[config.mk]
export PLATFORM = sky130hd
export DESIGN_NAME = bilut_addr_flat
export DESIGN_NICKNAME = d
export VERILOG_FILES = /design/src/rtl/core/bilut_pkg.sv /design/src/rtl/core/bilut_ifs.sv /design/src/rtl/core/bilut_addr.sv /design/src/flat_wrapper.sv
export SDC_FILE = /design/constraint.sdc
export NUM_CORES = 1
export LEC_CHECK = 0
export BUFFER_PORTS_ARGS = -buffer_cell sky130_fd_sc_hd__buf_4
export CORE_UTILIZATION = 30
export DETAILED_ROUTE_END_ITERATION = 8
export GPL_TIMING_DRIVEN = 0
export PLACE_DENSITY = 0.54
export SLEW_MARGIN = 40
export SYNTH_ARGS = -nofsm -noshare
export SYNTH_HDL_FRONTEND = slang
export SYNTH_SLANG_ARGS = --single-unit
[constraint.sdc]
create_clock -name clk -period 6.36 [get_ports clk]
set_clock_uncertainty 0.2 [all_clocks]
set_input_delay 0.636 -clock clk [delete_from_list [all_inputs] [get_ports clk]]
set_output_delay 0.636 -clock clk [all_outputs]
set_load 0.01 [all_outputs]
[src/rtl/core/bilut_pkg.sv]
// Shared constants, types and helpers for the bilinear undistortion table lookup.
// Depends on nothing; every other file of the block but bilut_ram imports it.
package bilut_pkg;

	localparam int MAX_WIDTH       = 640;
	localparam int MAX_HEIGHT      = 480;
	localparam int COORD_FRAC_BITS = 8;
	localparam int VALUE_FRAC_BITS = 14;

	localparam int POS_W   = 19;
	localparam int VAL_W   = 18;
	localparam int WIDTH_W = 10;
	localparam int HEIGHT_W = 9;
	localparam int CFG_IDX_W  = 4;
	localparam int CFG_DATA_W = 10;

	// integer pixel position after flooring a non-negative coordinate
	localparam int CR_W  = POS_W - COORD_FRAC_BITS - 1;
	localparam int CMP_W = CR_W + 1;

	localparam int TAB_DEPTH  = MAX_WIDTH * MAX_HEIGHT;
	localparam int IDX_W      = $clog2(TAB_DEPTH);
	localparam int BANK_DEPTH = (TAB_DEPTH + 1) / 2;
	localparam int BANK_AW    = IDX_W - 1;
	localparam int ENTRY_W    = 2 * VAL_W;

	localparam int WGT_W  = 2 * COORD_FRAC_BITS + 1;
	localparam int PRD_W  = VAL_W + WGT_W + 1;
	localparam int ACC_W  = PRD_W + 2;
	localparam int BLEND_SHIFT = 2 * COORD_FRAC_BITS;

	localparam logic [CFG_IDX_W-1:0] REG_IMAGE_WIDTH  = CFG_IDX_W'(0);
	localparam logic [CFG_IDX_W-1:0] REG_IMAGE_HEIGHT = CFG_IDX_W'(1);

	localparam logic [WIDTH_W-1:0]  WIDTH_RESET  = WIDTH_W'(640);
	localparam logic [HEIGHT_W-1:0] HEIGHT_RESET = HEIGHT_W'(480);

	localparam logic FUNC_WRITE = 1'b0;
	localparam logic FUNC_QUERY = 1'b1;

	typedef logic signed [POS_W-1:0]  pos_t;
	typedef logic signed [VAL_W-1:0]  val_t;
	typedef logic [WIDTH_W-1:0]       width_t;
	typedef logic [HEIGHT_W-1:0]      height_t;
	typedef logic [CR_W-1:0]          coord_t;
	typedef logic [COORD_FRAC_BITS-1:0] frac_t;
	typedef logic [COORD_FRAC_BITS:0]   wside_t;
	typedef logic [WGT_W-1:0]         wgt_t;
	typedef logic [IDX_W-1:0]         idx_t;
	typedef logic [BANK_AW-1:0]       bank_addr_t;
	typedef logic signed [PRD_W-1:0]  prd_t;
	typedef logic signed [ACC_W-1:0]  acc_t;

	typedef struct packed {
		val_t x;
		val_t y;
	} entry_t;

	typedef struct packed {
		logic       we;
		logic       re;
		bank_addr_t waddr;
		entry_t     wdata;
		bank_addr_t raddr_a;
		bank_addr_t raddr_b;
	} ram_req_t;

	typedef struct packed {
		entry_t even_a;
		entry_t even_b;
		entry_t odd_a;
		entry_t odd_b;
	} bank_rd_t;

	// query leaving the address stage toward the blend pipeline
	typedef struct packed {
		logic valid;
		logic in_range;
		logic par_a;
		logic par_b;
		wgt_t w00;
		wgt_t w10;
		wgt_t w01;
		wgt_t w11;
	} lkp_ctl_t;

	localparam acc_t ACC_HALF = acc_t'(64'd1 << (BLEND_SHIFT - 1));

	function automatic wgt_t wgt_mul(wside_t a, wside_t b);
		logic [2*COORD_FRAC_BITS+1:0] p;
		p = {{(COORD_FRAC_BITS+1){1'b0}}, a} * {{(COORD_FRAC_BITS+1){1'b0}}, b};
		return p[WGT_W-1:0];
	endfunction

	function automatic prd_t val_mul(val_t q, wgt_t w);
		prd_t a;
		prd_t b;
		a = prd_t'(q);
		b = prd_t'($signed({1'b0, w}));
		return a * b;
	endfunction

	// floor shift of the rounded sum, then clamp to the value range
	function automatic val_t round_sat(acc_t t);
		acc_t sh;
		logic [ACC_W-VAL_W:0] top;
		sh = (t + ACC_HALF) >>> BLEND_SHIFT;
		top = sh[ACC_W-1:VAL_W-1];
		if ((&top) || !(|top))
			return sh[VAL_W-1:0];
		else if (sh[ACC_W-1])
			return {1'b1, {(VAL_W-1){1'b0}}};
		else
			return {1'b0, {(VAL_W-1){1'b1}}};
	endfunction

endpackage

[src/rtl/core/bilut_ifs.sv]
// Handshake channels of the table lookup: request, response and configuration write.
// Depends on bilut_pkg for payload types.
interface bilut_req_if;
	import bilut_pkg::*;
	logic valid;
	logic ready;
	logic func;
	pos_t x_pos;
	pos_t y_pos;
	val_t entry_x;
	val_t entry_y;
	modport source(output valid, func, x_pos, y_pos, entry_x, entry_y, input ready);
	modport sink(input valid, func, x_pos, y_pos, entry_x, entry_y, output ready);
endinterface


[src/rtl/core/bilut_addr.sv]
// Address stage: floors positions, checks range, forms the four neighbor indexes,
// drives both table banks and computes the blend weights. Depends on bilut_pkg.
module bilut_addr (
	input  logic                  clk,
	input  logic                  arst_n,
	bilut_req_if.sink             req,
	input  bilut_pkg::width_t     eff_w,
	input  bilut_pkg::height_t    eff_h,
	input  logic                  adv,
	output bilut_pkg::lkp_ctl_t   ctl,
	output bilut_pkg::ram_req_t   even_req,
	output bilut_pkg::ram_req_t   odd_req
);
	import bilut_pkg::*;

	logic   neg;
	coord_t col;
	coord_t row;
	logic   wr_ok;
	logic   qr_ok;
	idx_t   prod;

	logic    v_s1;
	logic    func_s1;
	logic    wr_ok_s1;
	logic    qr_ok_s1;
	idx_t    prod_s1;
	coord_t  row_s1;
	height_t h_s1;
	frac_t   dx_s1;
	frac_t   dy_s1;
	entry_t  ent_s1;

	logic   leave;
	logic   wr;
	idx_t   i00;
	idx_t   i01;
	idx_t   i10;
	idx_t   i11;
	wside_t dxe;
	wside_t dye;
	wside_t sdx;
	wside_t sdy;

	// input side: floor, range check and column product
	assign neg = req.x_pos[POS_W-1] | req.y_pos[POS_W-1];
	assign col = req.x_pos[POS_W-2:COORD_FRAC_BITS];
	assign row = req.y_pos[POS_W-2:COORD_FRAC_BITS];

	assign wr_ok = !neg && (CMP_W'(col) < CMP_W'(eff_w)) && (CMP_W'(row) < CMP_W'(eff_h));
	assign qr_ok = !neg && (CMP_W'(col) + CMP_W'(1) < CMP_W'(eff_w))
		&& (CMP_W'(row) + CMP_W'(1) < CMP_W'(eff_h));
	assign prod = IDX_W'(eff_h) * IDX_W'(col);

	// a write leaves at once; a query waits for the blend pipeline
	assign leave = (func_s1 == FUNC_WRITE) || adv;
	assign req.ready = !v_s1 || leave;

	always_ff @(posedge clk or negedge arst_n) begin
		if (!arst_n)
			v_s1 <= 1'b0;
		else if (req.ready)
			v_s1 <= req.valid;
	end

	always_ff @(posedge clk) begin
		if (req.ready && req.valid) begin
			func_s1  <= req.func;
			wr_ok_s1 <= wr_ok;
			qr_ok_s1 <= qr_ok;
			prod_s1  <= prod;
			row_s1   <= row;
			h_s1     <= eff_h;
			dx_s1    <= req.x_pos[COORD_FRAC_BITS-1:0];
			dy_s1    <= req.y_pos[COORD_FRAC_BITS-1:0];
			ent_s1   <= '{x: req.entry_x, y: req.entry_y};
		end
	end

	// neighbor indexes; i00/i01 and i10/i11 always fall into opposite banks
	assign i00 = prod_s1 + IDX_W'(row_s1);
	assign i01 = i00 + IDX_W'(1);
	assign i10 = i00 + IDX_W'(h_s1);
	assign i11 = i10 + IDX_W'(1);

	assign wr = v_s1 && (func_s1 == FUNC_WRITE) && wr_ok_s1;

	always_comb begin
		even_req.we      = wr && !i00[0];
		even_req.re      = adv;
		even_req.waddr   = i00[IDX_W-1:1];
		even_req.wdata   = ent_s1;
		even_req.raddr_a = qr_ok_s1 ? i01[IDX_W-1:1] : '0;
		even_req.raddr_b = qr_ok_s1 ? i11[IDX_W-1:1] : '0;

		odd_req.we       = wr && i00[0];
		odd_req.re       = adv;
		odd_req.waddr    = i00[IDX_W-1:1];
		odd_req.wdata    = ent_s1;
		odd_req.raddr_a  = qr_ok_s1 ? i00[IDX_W-1:1] : '0;
		odd_req.raddr_b  = qr_ok_s1 ? i10[IDX_W-1:1] : '0;
	end

	assign dxe = {1'b0, dx_s1};
	assign dye = {1'b0, dy_s1};
	assign sdx = {1'b1, {COORD_FRAC_BITS{1'b0}}} - dxe;
	assign sdy = {1'b1, {COORD_FRAC_BITS{1'b0}}} - dye;

	always_comb begin
		ctl.valid    = v_s1 && (func_s1 == FUNC_QUERY);
		ctl.in_range = qr_ok_s1;
		ctl.par_a    = i00[0];
		ctl.par_b    = i10[0];
		ctl.w00      = wgt_mul(sdx, sdy);
		ctl.w10      = wgt_mul(dxe, sdy);
		ctl.w01      = wgt_mul(sdx, dye);
		ctl.w11      = wgt_mul(dxe, dye);
	end
endmodule

[src/flat_wrapper.sv]
// flat-port wrapper written by rule: the top's interface ports become plain ports
module bilut_addr_flat import bilut_pkg::*;
  (clk, arst_n, eff_w, eff_h, adv, ctl, even_req, odd_req, req_valid, req_func, req_x_pos, req_y_pos, req_entry_x, req_entry_y, req_ready);
  bilut_req_if req_i ();
  input  logic clk;
  input  logic arst_n;
  input  bilut_pkg::width_t eff_w;
  input  bilut_pkg::height_t eff_h;
  input  logic adv;
  output bilut_pkg::lkp_ctl_t ctl;
  output bilut_pkg::ram_req_t even_req;
  output bilut_pkg::ram_req_t odd_req;
  input wire logic [$bits(req_i.valid)-1:0] req_valid;
  input wire logic [$bits(req_i.func)-1:0] req_func;
  input wire logic [$bits(req_i.x_pos)-1:0] req_x_pos;
  input wire logic [$bits(req_i.y_pos)-1:0] req_y_pos;
  input wire logic [$bits(req_i.entry_x)-1:0] req_entry_x;
  input wire logic [$bits(req_i.entry_y)-1:0] req_entry_y;
  output wire logic [$bits(req_i.ready)-1:0] req_ready;
  assign req_i.valid = req_valid;
  assign req_i.func = req_func;
  assign req_i.x_pos = req_x_pos;
  assign req_i.y_pos = req_y_pos;
  assign req_i.entry_x = req_entry_x;
  assign req_i.entry_y = req_entry_y;
  assign req_ready = req_i.ready;
  bilut_addr u_core (.clk(clk), .arst_n(arst_n), .req(req_i), .eff_w(eff_w), .eff_h(eff_h), .adv(adv), .ctl(ctl), .even_req(even_req), .odd_req(odd_req));
endmodule
==> results.py <==
metrics = {
    "logic_synthesis": {
        "yosys_warnings": 0,
        "syn-cell-area_um2": 18800,
        "synth-async-reset-ratio_pct": 1.06,
        "ys_seq_area_share_pct": 15.0,
        "synth_edf_count": 93,
        "ys_types": 75,
        "netlist_instances": 2127,
        "synth_top_cell_area_share_pct": 24.3,
        "ys_ff_latch": 94,
        "synth_ff_type": "edfxtp_1",
        "synthesis.nets": 2697,
        "synthTopCellsByArea": "fa_1 (24%), ha_1 (16%), edfxtp_1 (15%), inv_1 (7.6%), and2_1 (7.3%)",
        "yosysTopAreaCell": "fa_1",
        "postSynthAreaPerCell_um2": 8.85,
    },
    "worst_setup_path": {
        "r2r_start": "u_core.func_s1",
        "start_kind": "flip-flop",
        "crit_slowest_cell": "fa_1",
        "max_stage_delay_ps": 530,
        "required_ps": 5520,
        "crit_fanout": 3,
        "crit_chain": "inv_2, ha_4, nand2_4, or3_4, nor3_4, clkbuf_8, nand2_4, fa_1, inv_2, fa_1, fa_1, inv_1, fa_1, inv_2, ha_4, a21boi_4, o21ai_2, a21boi_2, o21ai_2, a21boi_2, o21ai_2, nor2b_4, xnor2_2, buf_4",
        "worstSetupPathType": "flip-flop to output port",
        "end_kind": "output port",
        "path_common_cell": "fa_1",
        "cp-startpoint": "u_core.dx_s1[1]",
        "cp.arrival_ps": 5920,
    },
    "run_status": {
        "status": "finished with violations",
        "failed_checks": "negative setup slack",
    },
    "detailed_routing": {
        "wl_per_cell_um": 17.5,
        "vias": 16100,
        "drt_iter0_markers": 804,
        "drc": 0,
        "via_per_inst": 4.68,
        "drt_pass1_iterations": 5,
        "ant_nets": 0,
        "wl_um": 60400,
    },
    "global_routing": {
        "antenna_found_initial": 0,
        "overflow": 0,
        "grt_max_degree": 39,
        "grt_usage_pct": 19.1,
        "grt_pass1_wl_um": 94000,
        "grt_pass1_vias": 17000,
    },
    "floorplan": {
        "core_um2": 61800,
        "initial_core_util_pct": 30.4,
        "die_w_um": 252,
        "die_area_um2": 63700,
        "die_h_um": 252,
        "pin_count": 355,
        "rows": 91,
    },
    "clocking": {
        "cts_sinks": 94,
        "insertion_delay_ps": 390,
        "path_clk_slew_ps": 100,
        "cts_max_path_buffers": 2,
        "cts_tree": "yes",
        "root_buffer": "clkbuf_16",
        "htreeDepth": 3,
        "cts_buffers": 9,
    },
    "placement": {
        "place_congestion": 0.879,
        "dp_hpwl_um": 47800,
        "place_ws_ps": -1640,
        "placed_area_um2": 22700,
        "port_buffers": 353,
    },
    "timing": {
        "layout_min_cycle_time_ps": 6760,
        "setup_slack_ps": -397,
        "fin_crit_sh_pct": 106,
        "rsz0062_at_grt": "true",
        "hold_viol": 0,
        "setup_violations": 14,
        "tightest_slew_ps": 843,
        "drv_slew": 0,
        "max_slew_margin_pct": 43.8,
        "fmax_mhz": 148,
    },
    "cells_and_area": {
        "drive_above_1_share_pct": 30.4,
        "nNetsFinal": 3178,
        "diodes": 0,
        "fin_area_um2": 25200,
        "post-route-util_pct": 40.8,
        "nFillCells": 6098,
        "syn_to_final_growth_pct": 34.1,
    },
    "pwr": {
        "vdd_ir_drop_max_uv": 265,
        "power_density_nw_per_um2": 401,
        "p_leak_nw": 12.4,
        "power_mw": 10.1,
    },
    "worst_hold_path": {
        "worstHoldStart": "req_y_pos[5]",
        "hp-class": "input pin to flip-flop",
    },
    "flow_run": {
        "maxCapViolCount": 0,
    },
}
==> worst paths after layout <==
path / endpoint / slack, ps / cells after the start
max: ctl[65] / -400 / 24
min in group asynchronous: u_core.v_s1 / 370 / 2
min: u_core.dy_s1[5] / 200 / 1
max in group asynchronous: u_core.v_s1 / 5510 / 2
max reg2reg: u_core.even_req[65] / 4050 / 5
min reg2reg: u_core.v_s1 / 510 / 3
==> sequential cells by signal, indices dropped and copies added, names as in the netlist <==
name and count:
u_core.row_s1 10, u_core.v_s1 1, u_core.prod_s1 19, u_core.qr_ok_s1 1, u_core.even_req 36, u_core.func_s1 1, u_core.h_s1 9, u_core.dx_s1 8
u_core.dy_s1 8, u_core.wr_ok_s1 1
==> cells by family (layout without fill, tap and decap cells) <==
| group | Yosys count | count (layout) | synth area share, % |
|---|---|---|---|
| other cells | 1 | 1 | 0.0199 |
| xor+xnor | 139 | 139 | 6.55 |
| simple gates | 682 | 682 | 18.6 |
| fa+ha+maj | 472 | 472 | 40.5 |
| buf+inv | 523 | 1009 | 11.7 |
| flops | 94 | 94 | 15.0 |
| mux | 5 | 5 | 0.279 |
| compound gates | 211 | 211 | 7.43 |
==> final cells by class <==
type / count / area, µm² / share of cell area [%]
Buffer: 131 / 931 / 3.69
Clock buffer: 9 / 225 / 0.892
Clock inverter: 7 / 105 / 0.416
Inverter: 385 / 1450 / 5.74
Multi-Input combinational cell: 1510 / 15000 / 59.4
Sequential cell: 94 / 2820 / 11.2
Tap cell: 837 / 1050 / 4.15
Timing Repair Buffer: 477 / 3680 / 14.6
==> cells in the mapped netlist, drive strengths merged (2+ instances only) <==
master and count:
clkbuf 73, a21oi 51, or2 6, o31ai 3, mux2 2, buf 65, nand4b 2, nor3 37
nand2b 9, and2 219, o21ai 62, a31oi 4, or4 6, o21bai 7, nor3b 7, a21boi 14
nor4b 2, and3 8, nor4 19, a211oi 8, inv 385, edfxtp 93, nand3b 3, a21o 26
o21a 8, fa 228, ha 244, or3 5, xnor2 98, nand4 6, o41ai 5, nor2b 21
nand3 25, mux2i 3, o31a 4, nand2 184, xor2 41, o211ai 4, a31o 4, nor2 121
==> placed cells by master, fill, tap and decap left out, drive strengths merged, types with 4 or more instances in the layout <==
master,n
buf,545
inv,388
ha,244
fa,228
and2,219
nand2,184
nor2,121
xnor2,98
edfxtp,93
clkbuf,71
o21ai,62
a21oi,51
xor2,41
nor3,37
a21o,26
nand3,25
nor2b,21
nor4,19
a21boi,14
nand2b,9
and3,8
o21a,8
a211oi,8
o21bai,7
nor3b,7
nand4,6
or2,6
or4,6
or3,5
o41ai,5
o31a,4
a31o,4
o211ai,4
a31oi,4
==> worst max-delay path, delay by kind of cell, from the launching register on <==
| family | cells | cell delay, ps |
|---|---|---|
| xor gates and xnor gates | 1 | 180 |
| adders and majority gates | 6 | 2440 |
| DFF | 1 | 480 |
| buffers and inverters | 6 | 620 |
| AOI/OAI and AO/OA | 6 | 830 |
| and+or+nand+nor | 5 | 950 |
==> per-layer routing <==
layer  track usage (%)  part of all wire (%)  routed length (µm)
met5                 0                     0                   0
met4              7.15                   3.2                1920
met3              2.53                   4.7                2830
met2              34.5                    51               31000
met1              22.8                    41               24700
==> report_power, final <==
group,total (mW),internal [mW],switching [mW]
Combinational,8.56,4.02,4.54
Sequential,0.868,0.812,0.0559
Clock,0.679,0.352,0.326
==> per-stage QoR <==
| stage | setup TNS [ps] | std cells | hold WS (ps) |
|---|---|---|---|
| 3_5_place_dp | -20240 | 3320 | 215 |
| 5_1_grt | -5350 | 3450 | 189 |
| 6_report | -2540 | 3450 | 198 |
| 2_1_floorplan | 0 | 2127 | 140 |
| 4_1_cts | -3570 | 3415 | 177 |
| 3_3_place_gp | -21480 | 3317 | 213 |
==> timing repair <==
item,CTS,global route
gates resized for setup,230,115
endpoints found under the hold margin,1,0
hold buffers,1,0
pin swaps,91,76
buffers inserted,87,40
setup endpoints to repair,41,34
No activity file was read; power rests on OpenSTA's default activity.
