File: config.mk
export PLATFORM = sky130hd
export DESIGN_NAME = bilut_cfg_flat
export DESIGN_NICKNAME = d
export VERILOG_FILES = /design/src/rtl/core/bilut_pkg.sv /design/src/rtl/core/bilut_ifs.sv /design/src/rtl/core/bilut_cfg.sv /design/src/flat_wrapper.sv
export SDC_FILE = /design/constraint.sdc
export NUM_CORES = 1
export LEC_CHECK = 0
export BUFFER_PORTS_ARGS = -buffer_cell sky130_fd_sc_hd__buf_2
export CAP_MARGIN = 0
export CORE_MARGIN = 5
export CORE_UTILIZATION = 30
export CTS_CLUSTER_SIZE = 14
export DETAILED_ROUTE_END_ITERATION = 16
export GPL_ROUTABILITY_DRIVEN = 0
export GPL_TIMING_DRIVEN = 0
export PLACE_DENSITY = 0.55
export SLEW_MARGIN = 20
export SYNTH_ARGS = -nofsm -noshare
export SYNTH_HDL_FRONTEND = slang
export SYNTH_SLANG_ARGS = --single-unit
File: constraint.sdc
create_clock -name clk -period 2.5 [get_ports clk]
set_input_delay 0.5 -clock clk [delete_from_list [all_inputs] [get_ports clk]]
set_output_delay 0.5 -clock clk [all_outputs]
set_load 0.03 [all_outputs]
File: src/rtl/core/bilut_pkg.sv
// Shared constants, types and helpers for the bilinear undistortion table lookup.
// Depends on nothing; every other file of the block but bilut_ram imports it.
package bilut_pkg;

	localparam int MAX_WIDTH       = 640;
	localparam int MAX_HEIGHT      = 480;
	localparam int COORD_FRAC_BITS = 8;
	localparam int VALUE_FRAC_BITS = 14;

	localparam int POS_W   = 19;
	localparam int VAL_W   = 18;
	localparam int WIDTH_W = 10;
	localparam int HEIGHT_W = 9;
	localparam int CFG_IDX_W  = 4;
	localparam int CFG_DATA_W = 10;

	// integer pixel position after flooring a non-negative coordinate
	localparam int CR_W  = POS_W - COORD_FRAC_BITS - 1;
	localparam int CMP_W = CR_W + 1;

	localparam int TAB_DEPTH  = MAX_WIDTH * MAX_HEIGHT;
	localparam int IDX_W      = $clog2(TAB_DEPTH);
	localparam int BANK_DEPTH = (TAB_DEPTH + 1) / 2;
	localparam int BANK_AW    = IDX_W - 1;
	localparam int ENTRY_W    = 2 * VAL_W;

	localparam int WGT_W  = 2 * COORD_FRAC_BITS + 1;
	localparam int PRD_W  = VAL_W + WGT_W + 1;
	localparam int ACC_W  = PRD_W + 2;
	localparam int BLEND_SHIFT = 2 * COORD_FRAC_BITS;

	localparam logic [CFG_IDX_W-1:0] REG_IMAGE_WIDTH  = CFG_IDX_W'(0);
	localparam logic [CFG_IDX_W-1:0] REG_IMAGE_HEIGHT = CFG_IDX_W'(1);

	localparam logic [WIDTH_W-1:0]  WIDTH_RESET  = WIDTH_W'(640);
	localparam logic [HEIGHT_W-1:0] HEIGHT_RESET = HEIGHT_W'(480);

	localparam logic FUNC_WRITE = 1'b0;
	localparam logic FUNC_QUERY = 1'b1;

	typedef logic signed [POS_W-1:0]  pos_t;
	typedef logic signed [VAL_W-1:0]  val_t;
	typedef logic [WIDTH_W-1:0]       width_t;
	typedef logic [HEIGHT_W-1:0]      height_t;
	typedef logic [CR_W-1:0]          coord_t;
	typedef logic [COORD_FRAC_BITS-1:0] frac_t;
	typedef logic [COORD_FRAC_BITS:0]   wside_t;
	typedef logic [WGT_W-1:0]         wgt_t;
	typedef logic [IDX_W-1:0]         idx_t;
	typedef logic [BANK_AW-1:0]       bank_addr_t;
	typedef logic signed [PRD_W-1:0]  prd_t;
	typedef logic signed [ACC_W-1:0]  acc_t;

	typedef struct packed {
		val_t x;
		val_t y;
	} entry_t;

	typedef struct packed {
		logic       we;
		logic       re;
		bank_addr_t waddr;
		entry_t     wdata;
		bank_addr_t raddr_a;
		bank_addr_t raddr_b;
	} ram_req_t;

	typedef struct packed {
		entry_t even_a;
		entry_t even_b;
		entry_t odd_a;
		entry_t odd_b;
	} bank_rd_t;

	// query leaving the address stage toward the blend pipeline
	typedef struct packed {
		logic valid;
		logic in_range;
		logic par_a;
		logic par_b;
		wgt_t w00;
		wgt_t w10;
		wgt_t w01;
		wgt_t w11;
	} lkp_ctl_t;

	localparam acc_t ACC_HALF = acc_t'(64'd1 << (BLEND_SHIFT - 1));

	function automatic wgt_t wgt_mul(wside_t a, wside_t b);
		logic [2*COORD_FRAC_BITS+1:0] p;
		p = {{(COORD_FRAC_BITS+1){1'b0}}, a} * {{(COORD_FRAC_BITS+1){1'b0}}, b};
		return p[WGT_W-1:0];
	endfunction

	function automatic prd_t val_mul(val_t q, wgt_t w);
		prd_t a;
		prd_t b;
		a = prd_t'(q);
		b = prd_t'($signed({1'b0, w}));
		return a * b;
	endfunction

	// floor shift of the rounded sum, then clamp to the value range
	function automatic val_t round_sat(acc_t t);
		acc_t sh;
		logic [ACC_W-VAL_W:0] top;
		sh = (t + ACC_HALF) >>> BLEND_SHIFT;
		top = sh[ACC_W-1:VAL_W-1];
		if ((&top) || !(|top))
			return sh[VAL_W-1:0];
		else if (sh[ACC_W-1])
			return {1'b1, {(VAL_W-1){1'b0}}};
		else
			return {1'b0, {(VAL_W-1){1'b1}}};
	endfunction

endpackage

File: src/rtl/core/bilut_ifs.sv


interface bilut_cfg_if;
	import bilut_pkg::*;
	logic valid;
	logic ready;
	logic [CFG_IDX_W-1:0]  index;
	logic [CFG_DATA_W-1:0] data;
	modport source(output valid, index, data, input ready);
	modport sink(input valid, index, data, output ready);
endinterface

File: src/rtl/core/bilut_cfg.sv
// Configuration registers for image width and height, clamped to the table size.
// Depends on bilut_pkg and the configuration channel in bilut_ifs.
module bilut_cfg (
	input  logic                  clk,
	input  logic                  arst_n,
	bilut_cfg_if.sink             cfg,
	output bilut_pkg::width_t     eff_w,
	output bilut_pkg::height_t    eff_h
);
	import bilut_pkg::*;

	width_t  width_q;
	height_t height_q;

	assign cfg.ready = 1'b1;

	always_ff @(posedge clk or negedge arst_n) begin
		if (!arst_n) begin
			width_q  <= WIDTH_RESET;
			height_q <= HEIGHT_RESET;
		end else if (cfg.valid) begin
			unique case (cfg.index)
				REG_IMAGE_WIDTH:  width_q  <= cfg.data[WIDTH_W-1:0];
				REG_IMAGE_HEIGHT: height_q <= cfg.data[HEIGHT_W-1:0];
				default: ;
			endcase
		end
	end

	// an oversized register acts as the table maximum
	assign eff_w = (32'(width_q) > MAX_WIDTH) ? WIDTH_W'(MAX_WIDTH) : width_q;
	assign eff_h = (32'(height_q) > MAX_HEIGHT) ? HEIGHT_W'(MAX_HEIGHT) : height_q;
endmodule

File: src/flat_wrapper.sv
// flat-port wrapper written by rule: the top's interface ports become plain ports
module bilut_cfg_flat import bilut_pkg::*;
  (clk, arst_n, eff_w, eff_h, cfg_valid, cfg_index, cfg_data, cfg_ready);
  bilut_cfg_if cfg_i ();
  input  logic clk;
  input  logic arst_n;
  output bilut_pkg::width_t eff_w;
  output bilut_pkg::height_t eff_h;
  input wire logic [$bits(cfg_i.valid)-1:0] cfg_valid;
  input wire logic [$bits(cfg_i.index)-1:0] cfg_index;
  input wire logic [$bits(cfg_i.data)-1:0] cfg_data;
  output wire logic [$bits(cfg_i.ready)-1:0] cfg_ready;
  assign cfg_i.valid = cfg_valid;
  assign cfg_i.index = cfg_index;
  assign cfg_i.data = cfg_data;
  assign cfg_ready = cfg_i.ready;
  bilut_cfg u_core (.clk(clk), .arst_n(arst_n), .cfg(cfg_i), .eff_w(eff_w), .eff_h(eff_h));
endmodule
==> impl_metrics.env, run 1 <==
export IMPL_worst_slack_ps=435.1
export IMPL_grt_busiest_layer="met2"
export IMPL_globalRouteMet1Util=0.1060
export IMPL_drv_cap=0
export IMPL_met2_usage=0.1445
export IMPL_fin_cells=135
export IMPL_viasPerCell=4.504
export IMPL_setup_viol=0
export IMPL_worstMarginPinSlew_ps=537.6
export IMPL_yosys_warnings=0
export IMPL_wire_per_inst_um=13.22
export IMPL_cts_setup_buffers=0
export IMPL_p_leak_uw=0.0005435
export IMPL_period_minus_slack_ps=2065
export IMPL_core_um2=2781
export IMPL_postRouteWirelength_mm=1.785
export IMPL_cts_sinks=19
export IMPL_rsz0062_at_grt="false"
export IMPL_ant_nets=0
export IMPL_drc=0
export IMPL_hold_viol_final=0
export IMPL_synthSimpleGateAreaFrac=0.1429
export IMPL_dp_hpwl_mm=1.391
export IMPL_outcome="complete, no violations"
export IMPL_netlist_area_um2=875.8
export IMPL_path_class="reg2out"
export IMPL_dieArea_um2=4100
export IMPL_globalRouteTotalUtil=0.09174
export IMPL_synthesis_nets=82
export IMPL_tritoncts="done"
export IMPL_fin_crit_sh=0.8260
export IMPL_synth_cells=65
export IMPL_synth_mux_area_frac=0.2443
export IMPL_startpoint_type="flop"
export IMPL_initial_core_util=0.3149
export IMPL_fin_nets=122
export IMPL_synth_common_cells="19 x mux2_2, 13 x dfrtp_1, 12 x and2_1"
export IMPL_die_width_um=64.03
export IMPL_ys_seq_area_frac=0.5514
export IMPL_antennaDiodeCount=0
export IMPL_fp_row_count=19
export IMPL_yosysTopAreaCell="dfrtp_1"
export IMPL_grt_pass1_vias=655
export IMPL_use_met3=0.06480
export IMPL_cp_slowest_stage_delay_ps=460
export IMPL_antenna_found_initial=0
export IMPL_layout_drive_gt1_share=0.6442
export IMPL_max_freq_mhz=484.3
export IMPL_drv_slew=0
export IMPL_synth_edff_count=0
export IMPL_worst_ep_arrival_time_ps=1560
export IMPL_synthArstFlopShare=1.000
export IMPL_firstDrtPassIters=3
export IMPL_cts_clk_slew_worst_paths_ps=100
export IMPL_gr_total_overflow=0
export IMPL_syn_avg_cell_area_um2=13.47
export IMPL_synth_cell_types=15
export IMPL_slowest_stage="o21ai_1"
export IMPL_finalSetupTns_ps=0
export IMPL_num_vias=608
export IMPL_dp_cells=131
export IMPL_ios=37
export IMPL_die_h_um=64.03
export IMPL_synth_top_family_by_area="multiplexers"
export IMPL_synth_seq_cells=19
export IMPL_clk_latency_ps=290
export IMPL_p_total_uw=990.0
export IMPL_crit_required_ps=2000
export IMPL_synth_compound_area_share=0.01429
export IMPL_ys_flop_type="dfrtp_1"
export IMPL_peakVddDrop_mv=0.5977
export IMPL_skew_ps=0
export IMPL_ys_top_cells_by_area="dfrtp_1 37%, mux2_2 24%, dfstp_2 18%"
export IMPL_grt_max_degree=20
export IMPL_ctsHtreeMaxLevel=1
export IMPL_dp_worst_setup_slack_ps=466.5
export IMPL_clockBufferDepth=2
export IMPL_yosys_area_share_adder=0
export IMPL_end_kind="output port"
export IMPL_synth_most_common_cell="mux2_2"
export IMPL_cp_max_fo=7
export IMPL_hold_path_class="in2async"
export IMPL_cts_buffers_inserted=3
export IMPL_cp_cell_sequence="o21ai_1, and2_1, buf_2"
export IMPL_drtIter0Drc=6
export IMPL_critPathTopFamily="compound AO/OA/AOI/OAI gates"
export IMPL_grt_first_pass_wirelength_mm=2.939
export IMPL_critPathBufInv=1
export IMPL_syn_to_final_growth_pct=27.43
export IMPL_power_density_nw_per_um2=887.0
export IMPL_synth_top_area_share=0.3714
export IMPL_synth_xor_area_frac=0
export IMPL_ctsRootBufferMaster="clkbuf_4"
export IMPL_port_buffers=35
export IMPL_relSlewSlack=0.6392
-- sequential cells by signal, indices dropped and copies added (netlist names) --
name and flops:
u_core.width_q 10, u_core.height_q 9
-- per-layer routing --
metal | share of wire | up-vias
met2 | 0.47 | 27
li1 | - | 294
met4 | 0 | 0
met3 | 0.14 | 0
met1 | 0.39 | 287
met5 | 0 | -
-- final cells by class --
type / instances / area, µm²
repair buffers: 35 / 175.2
plain buffers: 7 / 37.54
clock buffers: 4 / 26.28
flip-flops and latches: 19 / 483.0
fillers: 288 / 1665
well taps: 31 / 38.79
multi-input cells: 39 / 355.3
-- kinds of logic after synthesis --
group	count (synthesis)
simple gates	17
other cells	1
mux	19
flops	19
compound gates	2
buf+inv	7
-- cell usage in the layout, fill, tap and decap left out, types with 3 or more instances in the layout --
cell and instances:
clkbuf_1 6, dfrtp_1 13, and2_1 12, mux2_2 19, dfstp_2 6, buf_2 35
clkbuf_4 3
-- per-stage QoR --
stage            util  area (µm²)  hold WS, ps
2_1_floorplan       -       875.8        204.4
3_3_place_gp   0.3918        1090        458.1
3_5_place_dp   0.3918        1090        451.9
4_1_cts        0.4013        1116        122.2
5_1_grt        0.4013        1116        119.1
6_report       0.4013        1116        120.1
-- final timing paths --
| path | slack [ps] | endpoint | startpoint | depth (start not counted) |
|---|---|---|---|---|
| setup / recovery | 440 | eff_w[1] | u_core.width_q[8] | 3 |
| hold / removal | 120 | u_core.width_q[3] | arst_n | 1 |
| setup reg to reg | 1720 | u_core.width_q[8] | u_core.width_q[8] | 1 |
| hold reg to reg | 510 | u_core.width_q[6] | u_core.width_q[6] | 1 |
| max in group asynchronous | 2060 | u_core.height_q[6] | arst_n | 1 |
| min in group clk | 430 | u_core.width_q[9] | cfg_data[9] | 2 |
-- power breakdown --
part           switching, µW  internal (µW)  total (µW)
logic                    251            155         406
clock network           86.0           62.1         148
registers               40.4            395         436
total                    377            613         990
-- repair_timing --
| action | 4_1_cts | 5_1_grt |
|---|---|---|
| setup endpoints to repair | 0 | 3 |
| gates resized for setup | 0 | 1 |
| hold buffers | 0 | 0 |
Note: power is estimated with default switching activity, not from simulation.
==> run 2, diff against run 1 <==
--- a/config.mk
+++ b/config.mk
@@ -5,6 +5,7 @@
 export SDC_FILE = /design/constraint.sdc
 export NUM_CORES = 1
 export LEC_CHECK = 0
+export ABC_AREA = 1
 export BUFFER_PORTS_ARGS = -buffer_cell sky130_fd_sc_hd__buf_2
 export CAP_MARGIN = 0
 export CORE_MARGIN = 5
@@ -13,7 +14,7 @@
 export DETAILED_ROUTE_END_ITERATION = 16
 export GPL_ROUTABILITY_DRIVEN = 0
 export GPL_TIMING_DRIVEN = 0
-export PLACE_DENSITY = 0.55
+export PLACE_DENSITY = 0.54
 export SLEW_MARGIN = 20
 export SYNTH_ARGS = -nofsm -noshare
 export SYNTH_HDL_FRONTEND = slang
==> constraint.sdc (replaced) <==
create_clock -name clk -period 2.13 [get_ports clk]
set_input_delay 0.426 -clock clk [delete_from_list [all_inputs] [get_ports clk]]
set_output_delay 0.426 -clock clk [all_outputs]
set_load 0.03 [all_outputs]
==> impl_metrics.env, run 2 <==
export IMPL_synth_cell_types=19
export IMPL_clk_latency_ps=290
export IMPL_dp_cells=205
export IMPL_grt_first_pass_wirelength_mm=3.760
export IMPL_largest_reg_flops=10
export IMPL_hold_path_class="in2async"
export IMPL_cp_cell_sequence="nand2_1, nor2_1, nand3_2, a21oi_1, buf_2"
export IMPL_p_int_uw=678.1
export IMPL_path_class="reg2out"
export IMPL_viasPerCell=4.182
export IMPL_synthArstFlopShare=1.000
export IMPL_ctsRootBufferMaster="clkbuf_4"
export IMPL_dpl_cell_area_um2=1217
export IMPL_cp_max_fo=7
export IMPL_sw_frac_of_total=0.4138
export IMPL_largest_register="u_core.width_q"
export IMPL_dp_worst_setup_slack_ps=396.1
export IMPL_synth_seq_cells=19
export IMPL_die_h_um=67.37
export IMPL_antenna_found_initial=0
export IMPL_skew_ps=0
export IMPL_hold_viol_final=0
export IMPL_synth_most_common_cell="inv_1"
export IMPL_reg_largest_list="u_core.width_q x10, u_core.height_q x9"
export IMPL_power_density_nw_per_um2=923.6
export IMPL_synth_top_area_share=0.3295
export IMPL_die_width_um=67.37
export IMPL_finalSetupTns_ps=0
export IMPL_cts_buffers_inserted=3
export IMPL_ys_flop_type="dfrtp_1"
export IMPL_drv_cap=0
export IMPL_yosysTopAreaCell="dfrtp_1"
export IMPL_ant_nets=0
export IMPL_grt_max_degree=20
export IMPL_layout_drive_gt1_share=0.3758
export IMPL_dp_hpwl_mm=1.767
export IMPL_startpoint_type="flop"
export IMPL_rsz0062_at_grt="false"
export IMPL_globalRouteTotalUtil=0.1103
export IMPL_antennaDiodeCount=0
export IMPL_fin_nets=183
export IMPL_peakVddDrop_mv=0.3623
export IMPL_power_clock_fraction=0.155
export IMPL_netlist_area_um2=987.2
export IMPL_postRouteWirelength_mm=2.142
export IMPL_slowest_stage="dfstp_2"
export IMPL_outcome="complete, no violations"
export IMPL_fin_cells=209
export IMPL_synth_edff_count=0
export IMPL_crit_required_ps=1700
export IMPL_cts_clk_slew_worst_paths_ps=100
export IMPL_drtIter0Drc=40
export IMPL_syn_to_final_growth_pct=26.87
export IMPL_setup_viol=0
export IMPL_max_freq_mhz=498.2
export IMPL_seqPwrFrac=0.430
export IMPL_port_buffers=35
export IMPL_drc=0
export IMPL_worst_slack_ps=122.6
export IMPL_p_switching_uw=478.6
export IMPL_firstDrtPassIters=4
export IMPL_end_kind="output port"
export IMPL_grt_pass1_vias=899
export IMPL_initial_core_util=0.3181
export IMPL_core_um2=3103
export IMPL_dieArea_um2=4538
export IMPL_synthesis_nets=143
export IMPL_fin_crit_sh=0.9424
export IMPL_tritoncts="done"
export IMPL_fp_row_count=20
export IMPL_final_cell_mix="36 x buf_2, 27 x inv_1, 25 x nand2_1, 13 x dfrtp_1"
export IMPL_num_vias=874
export IMPL_final_common_cell="buf_2"
export IMPL_worst_ep_arrival_time_ps=1580
export IMPL_synth_common_cells="27 x inv_1, 25 x nand2_1, 13 x dfrtp_1"
export IMPL_period_minus_slack_ps=2007
export IMPL_gr_total_overflow=0
export IMPL_ys_top_cells_by_area="dfrtp_1 33%, dfstp_2 16%, inv_1 10%"
export IMPL_ys_seq_area_frac=0.4892
export IMPL_cp_slowest_stage_delay_ps=560
export IMPL_ctsHtreeMaxLevel=1
export IMPL_syn_avg_cell_area_um2=7.835
export IMPL_p_total_uw=1157
export IMPL_yosys_warnings=0
export IMPL_synth_cells=126
export IMPL_drv_slew=0
export IMPL_p_comb_frac=0.415
export IMPL_wire_per_inst_um=10.25
export IMPL_clockBufferDepth=2
export IMPL_ios=37
export IMPL_p_leak_uw=0.0006875
export IMPL_design_area_um2=1252
export IMPL_cts_sinks=19
==> run 2: power by group through the flow <==
stage                     clock network, µW  logic [µW]  registers (µW)
after floorplan                           0         354             492
after global placement                    0         478             503
after detailed placement                  0         481             505
after CTS                               189         482             498
after global routing                    206         537             509
final                                   180         480             497
==> run 2: kinds of logic after synthesis <==
family / count (synthesis) / share of synthesized area
compound gates: 29 / 0.1813
buf+inv: 36 / 0.1508
flops: 19 / 0.4892
other cells: 1 / 0.003799
simple gates: 41 / 0.1749
==> run 2: area by class of cell <==
class / count / area [µm²]
repair buffers: 35 / 175.2
fillers: 346 / 1851
multi-input cells: 71 / 364.1
inverters: 27 / 101.3
well taps: 44 / 55.05
flip-flops and latches: 19 / 483.0
plain buffers: 9 / 47.55
clock buffers: 4 / 26.28
==> run 2: timing repair <==
item | 4_1_cts | 5_1_grt
buffers inserted | 0 | 0
hold buffers | 0 | 0
gates resized for setup | 0 | 2
setup endpoints to repair | 0 | 7
==> run 2: worst max-delay path: cells and delay by family, from the launching register on <==
| family | cells | cell delay (ps) |
|---|---|---|
| flops | 1 | 560 |
| simple gates | 3 | 340 |
| buf+inv | 1 | 210 |
| compound gates | 1 | 170 |
==> run 2: worst paths after layout <==
check | startpoint | slack (ps) | endpoint | cells after the start
max reg2reg | u_core.width_q[7] | 1370 | u_core.width_q[7] | 2
min | arst_n | 40 | u_core.width_q[8] | 1
max | u_core.width_q[7] | 120 | eff_w[0] | 5
min in group clk | cfg_data[9] | 330 | u_core.width_q[9] | 3
min reg2reg | u_core.height_q[5] | 490 | u_core.height_q[5] | 2
max in group asynchronous | arst_n | 1760 | u_core.height_q[6] | 1
==> run 2: per-stage QoR <==
stage                     utilization  hold WS [ps]
after floorplan                     -         130.4
after global placement         0.3923         385.9
after detailed placement       0.3923         385.9
after CTS                      0.4008         53.09
after global routing           0.4036         61.46
final                          0.4036         44.81
==> run 2: routing by layer <==
metal	up-vias	part of all wire	global-route usage
li1	453	-	-
met1	387	0.45	0.1314
met4	0	0.0037	0.01519
met2	32	0.46	0.1939
met5	-	0	0
met3	2	0.083	0.03993
==> run 3, diff against run 2 <==
==> constraint.sdc (replaced) <==
create_clock -name clk -period 2.13 [get_ports clk]
set_input_delay 0.3195 -clock clk [delete_from_list [all_inputs] [get_ports clk]]
set_output_delay 0.3195 -clock clk [all_outputs]
set_load 0.03 [all_outputs]
==> impl_metrics.env, run 3 (synthesized netlist as in run 2, its figures left out) <==
export IMPL_outcome="complete, no violations"
export IMPL_hold_path_class="in2reg"
export IMPL_fin_crit_sh=0.9175
export IMPL_power_density_nw_per_um2=918.9
export IMPL_reg_largest_list="u_core.width_q x10, u_core.height_q x9"
export IMPL_crit_required_ps=1810
export IMPL_tritoncts="done"
export IMPL_cts_clk_slew_worst_paths_ps=100
export IMPL_setup_viol=0
export IMPL_cts_buffers_inserted=3
export IMPL_fin_nets=184
export IMPL_p_leak_uw=0.0006915
export IMPL_finalSetupTns_ps=0
export IMPL_drv_slew=0
export IMPL_grt_pass1_vias=911
export IMPL_antennaDiodeCount=0
export IMPL_drtIter0Drc=32
export IMPL_drv_cap=0
export IMPL_final_seq_area_um2=483.0
export IMPL_die_width_um=67.37
export IMPL_cp_max_fo=7
export IMPL_globalRouteTotalUtil=0.1110
export IMPL_firstDrtPassIters=4
export IMPL_finalCoreUtilization=0.4052
export IMPL_nFillCells=346
export IMPL_ctsHtreeMaxLevel=1
export IMPL_ctsRootBufferMaster="clkbuf_4"
export IMPL_gr_total_overflow=0
export IMPL_initial_core_util=0.3181
export IMPL_layout_drive_gt1_share=0.3675
export IMPL_ant_nets=0
export IMPL_hold_viol_final=0
export IMPL_peakVddDrop_mv=0.3621
export IMPL_dp_worst_setup_slack_ps=502.6
export IMPL_grt_max_degree=20
export IMPL_viasPerCell=4.133
export IMPL_largest_reg_flops=10
export IMPL_num_vias=868
export IMPL_period_minus_slack_ps=1954
export IMPL_final_common_cell="buf_2"
export IMPL_startpoint_type="flop"
export IMPL_dpl_cell_area_um2=1217
export IMPL_design_area_um2=1257
export IMPL_cts_setup_buffers=0
export IMPL_max_freq_mhz=511.7
export IMPL_antenna_found_initial=0
export IMPL_dp_hpwl_mm=1.767
export IMPL_grt_first_pass_wirelength_mm=3.788
export IMPL_end_kind="output port"
export IMPL_rsz0062_at_grt="false"
export IMPL_core_um2=3103
export IMPL_cts_sinks=19
export IMPL_dieArea_um2=4538
export IMPL_die_h_um=67.37
export IMPL_final_cell_mix="36 x buf_2, 27 x inv_1, 25 x nand2_1, 13 x dfrtp_1"
export IMPL_worst_ep_arrival_time_ps=1630
export IMPL_largest_register="u_core.width_q"
export IMPL_port_buffers=35
export IMPL_wire_per_inst_um=10.22
export IMPL_worst_slack_ps=175.7
export IMPL_fp_row_count=20
export IMPL_syn_to_final_growth_pct=27.38
export IMPL_clk_latency_ps=290
export IMPL_path_class="reg2out"
export IMPL_drc=0
export IMPL_postRouteWirelength_mm=2.147
export IMPL_ios=37
export IMPL_clockBufferDepth=2
export IMPL_multi_input_area_um2=359.1
export IMPL_skew_ps=0
-- run 3: layer usage --
metal | GRT usage | part of all wire | vias to the layer above
li1 | - | - | 455
met1 | 0.1314 | 0.46 | 385
met2 | 0.1963 | 0.47 | 26
met3 | 0.03993 | 0.075 | 2
met4 | 0.01519 | 0.0037 | 0
met5 | 0 | 0 | -
-- run 3: what timing repair did --
item | in CTS | in global routing
setup endpoints to repair | 0 | 7
gates resized for setup | 0 | 1
hold endpoints to repair | 13 | 0
hold buffers | 1 | 0
-- run 3: critical path, stage by stage (launching register included) --
cell and delay [ps]:
dfstp_2 570, inv_1 70, nor2_1 100, nand3_1 200, a21oi_1 190, buf_2 210
-- run 3: layout make-up --
cell class                      instances  share of cell area
Sequential cell                        19              0.3841
Multi-Input combinational cell         71              0.2856
Timing Repair Buffer                   36              0.1473
Inverter                               27             0.08060
Tap cell                               44             0.04378
Buffer                                  9             0.03781
Clock buffer                            4             0.02090
-- run 3: path summary, 6_finish.rpt --
check	startpoint	slack (ps)	depth (start not counted)	to
setup / recovery	u_core.width_q[9]	180	5	eff_w[0]
hold / removal	cfg_data[9]	220	3	u_core.width_q[9]
setup reg to reg	u_core.width_q[9]	1370	2	u_core.width_q[9]
hold reg to reg	u_core.height_q[5]	490	2	u_core.height_q[5]
max in group asynchronous	arst_n	1320	2	u_core.height_q[6]
min in group asynchronous	arst_n	490	2	u_core.width_q[8]
-- run 3: report_power, final --
| group | internal [µW] | switching (µW) |
|---|---|---|
| logic | 155 | 324 |
| clock network | 72.9 | 107 |
| registers | 451 | 46.1 |
-- run 3: metrics by stage --
step | hold WS (ps) | total power (µW) | cells
after CTS | 213.1 | 1171 | 210
after detailed placement | 279.4 | 986.2 | 205
final | 223.0 | 1155 | 210
after floorplan | 23.91 | 846.3 | 126
after global placement | 279.4 | 980.9 | 205
after global routing | 237.4 | 1251 | 210
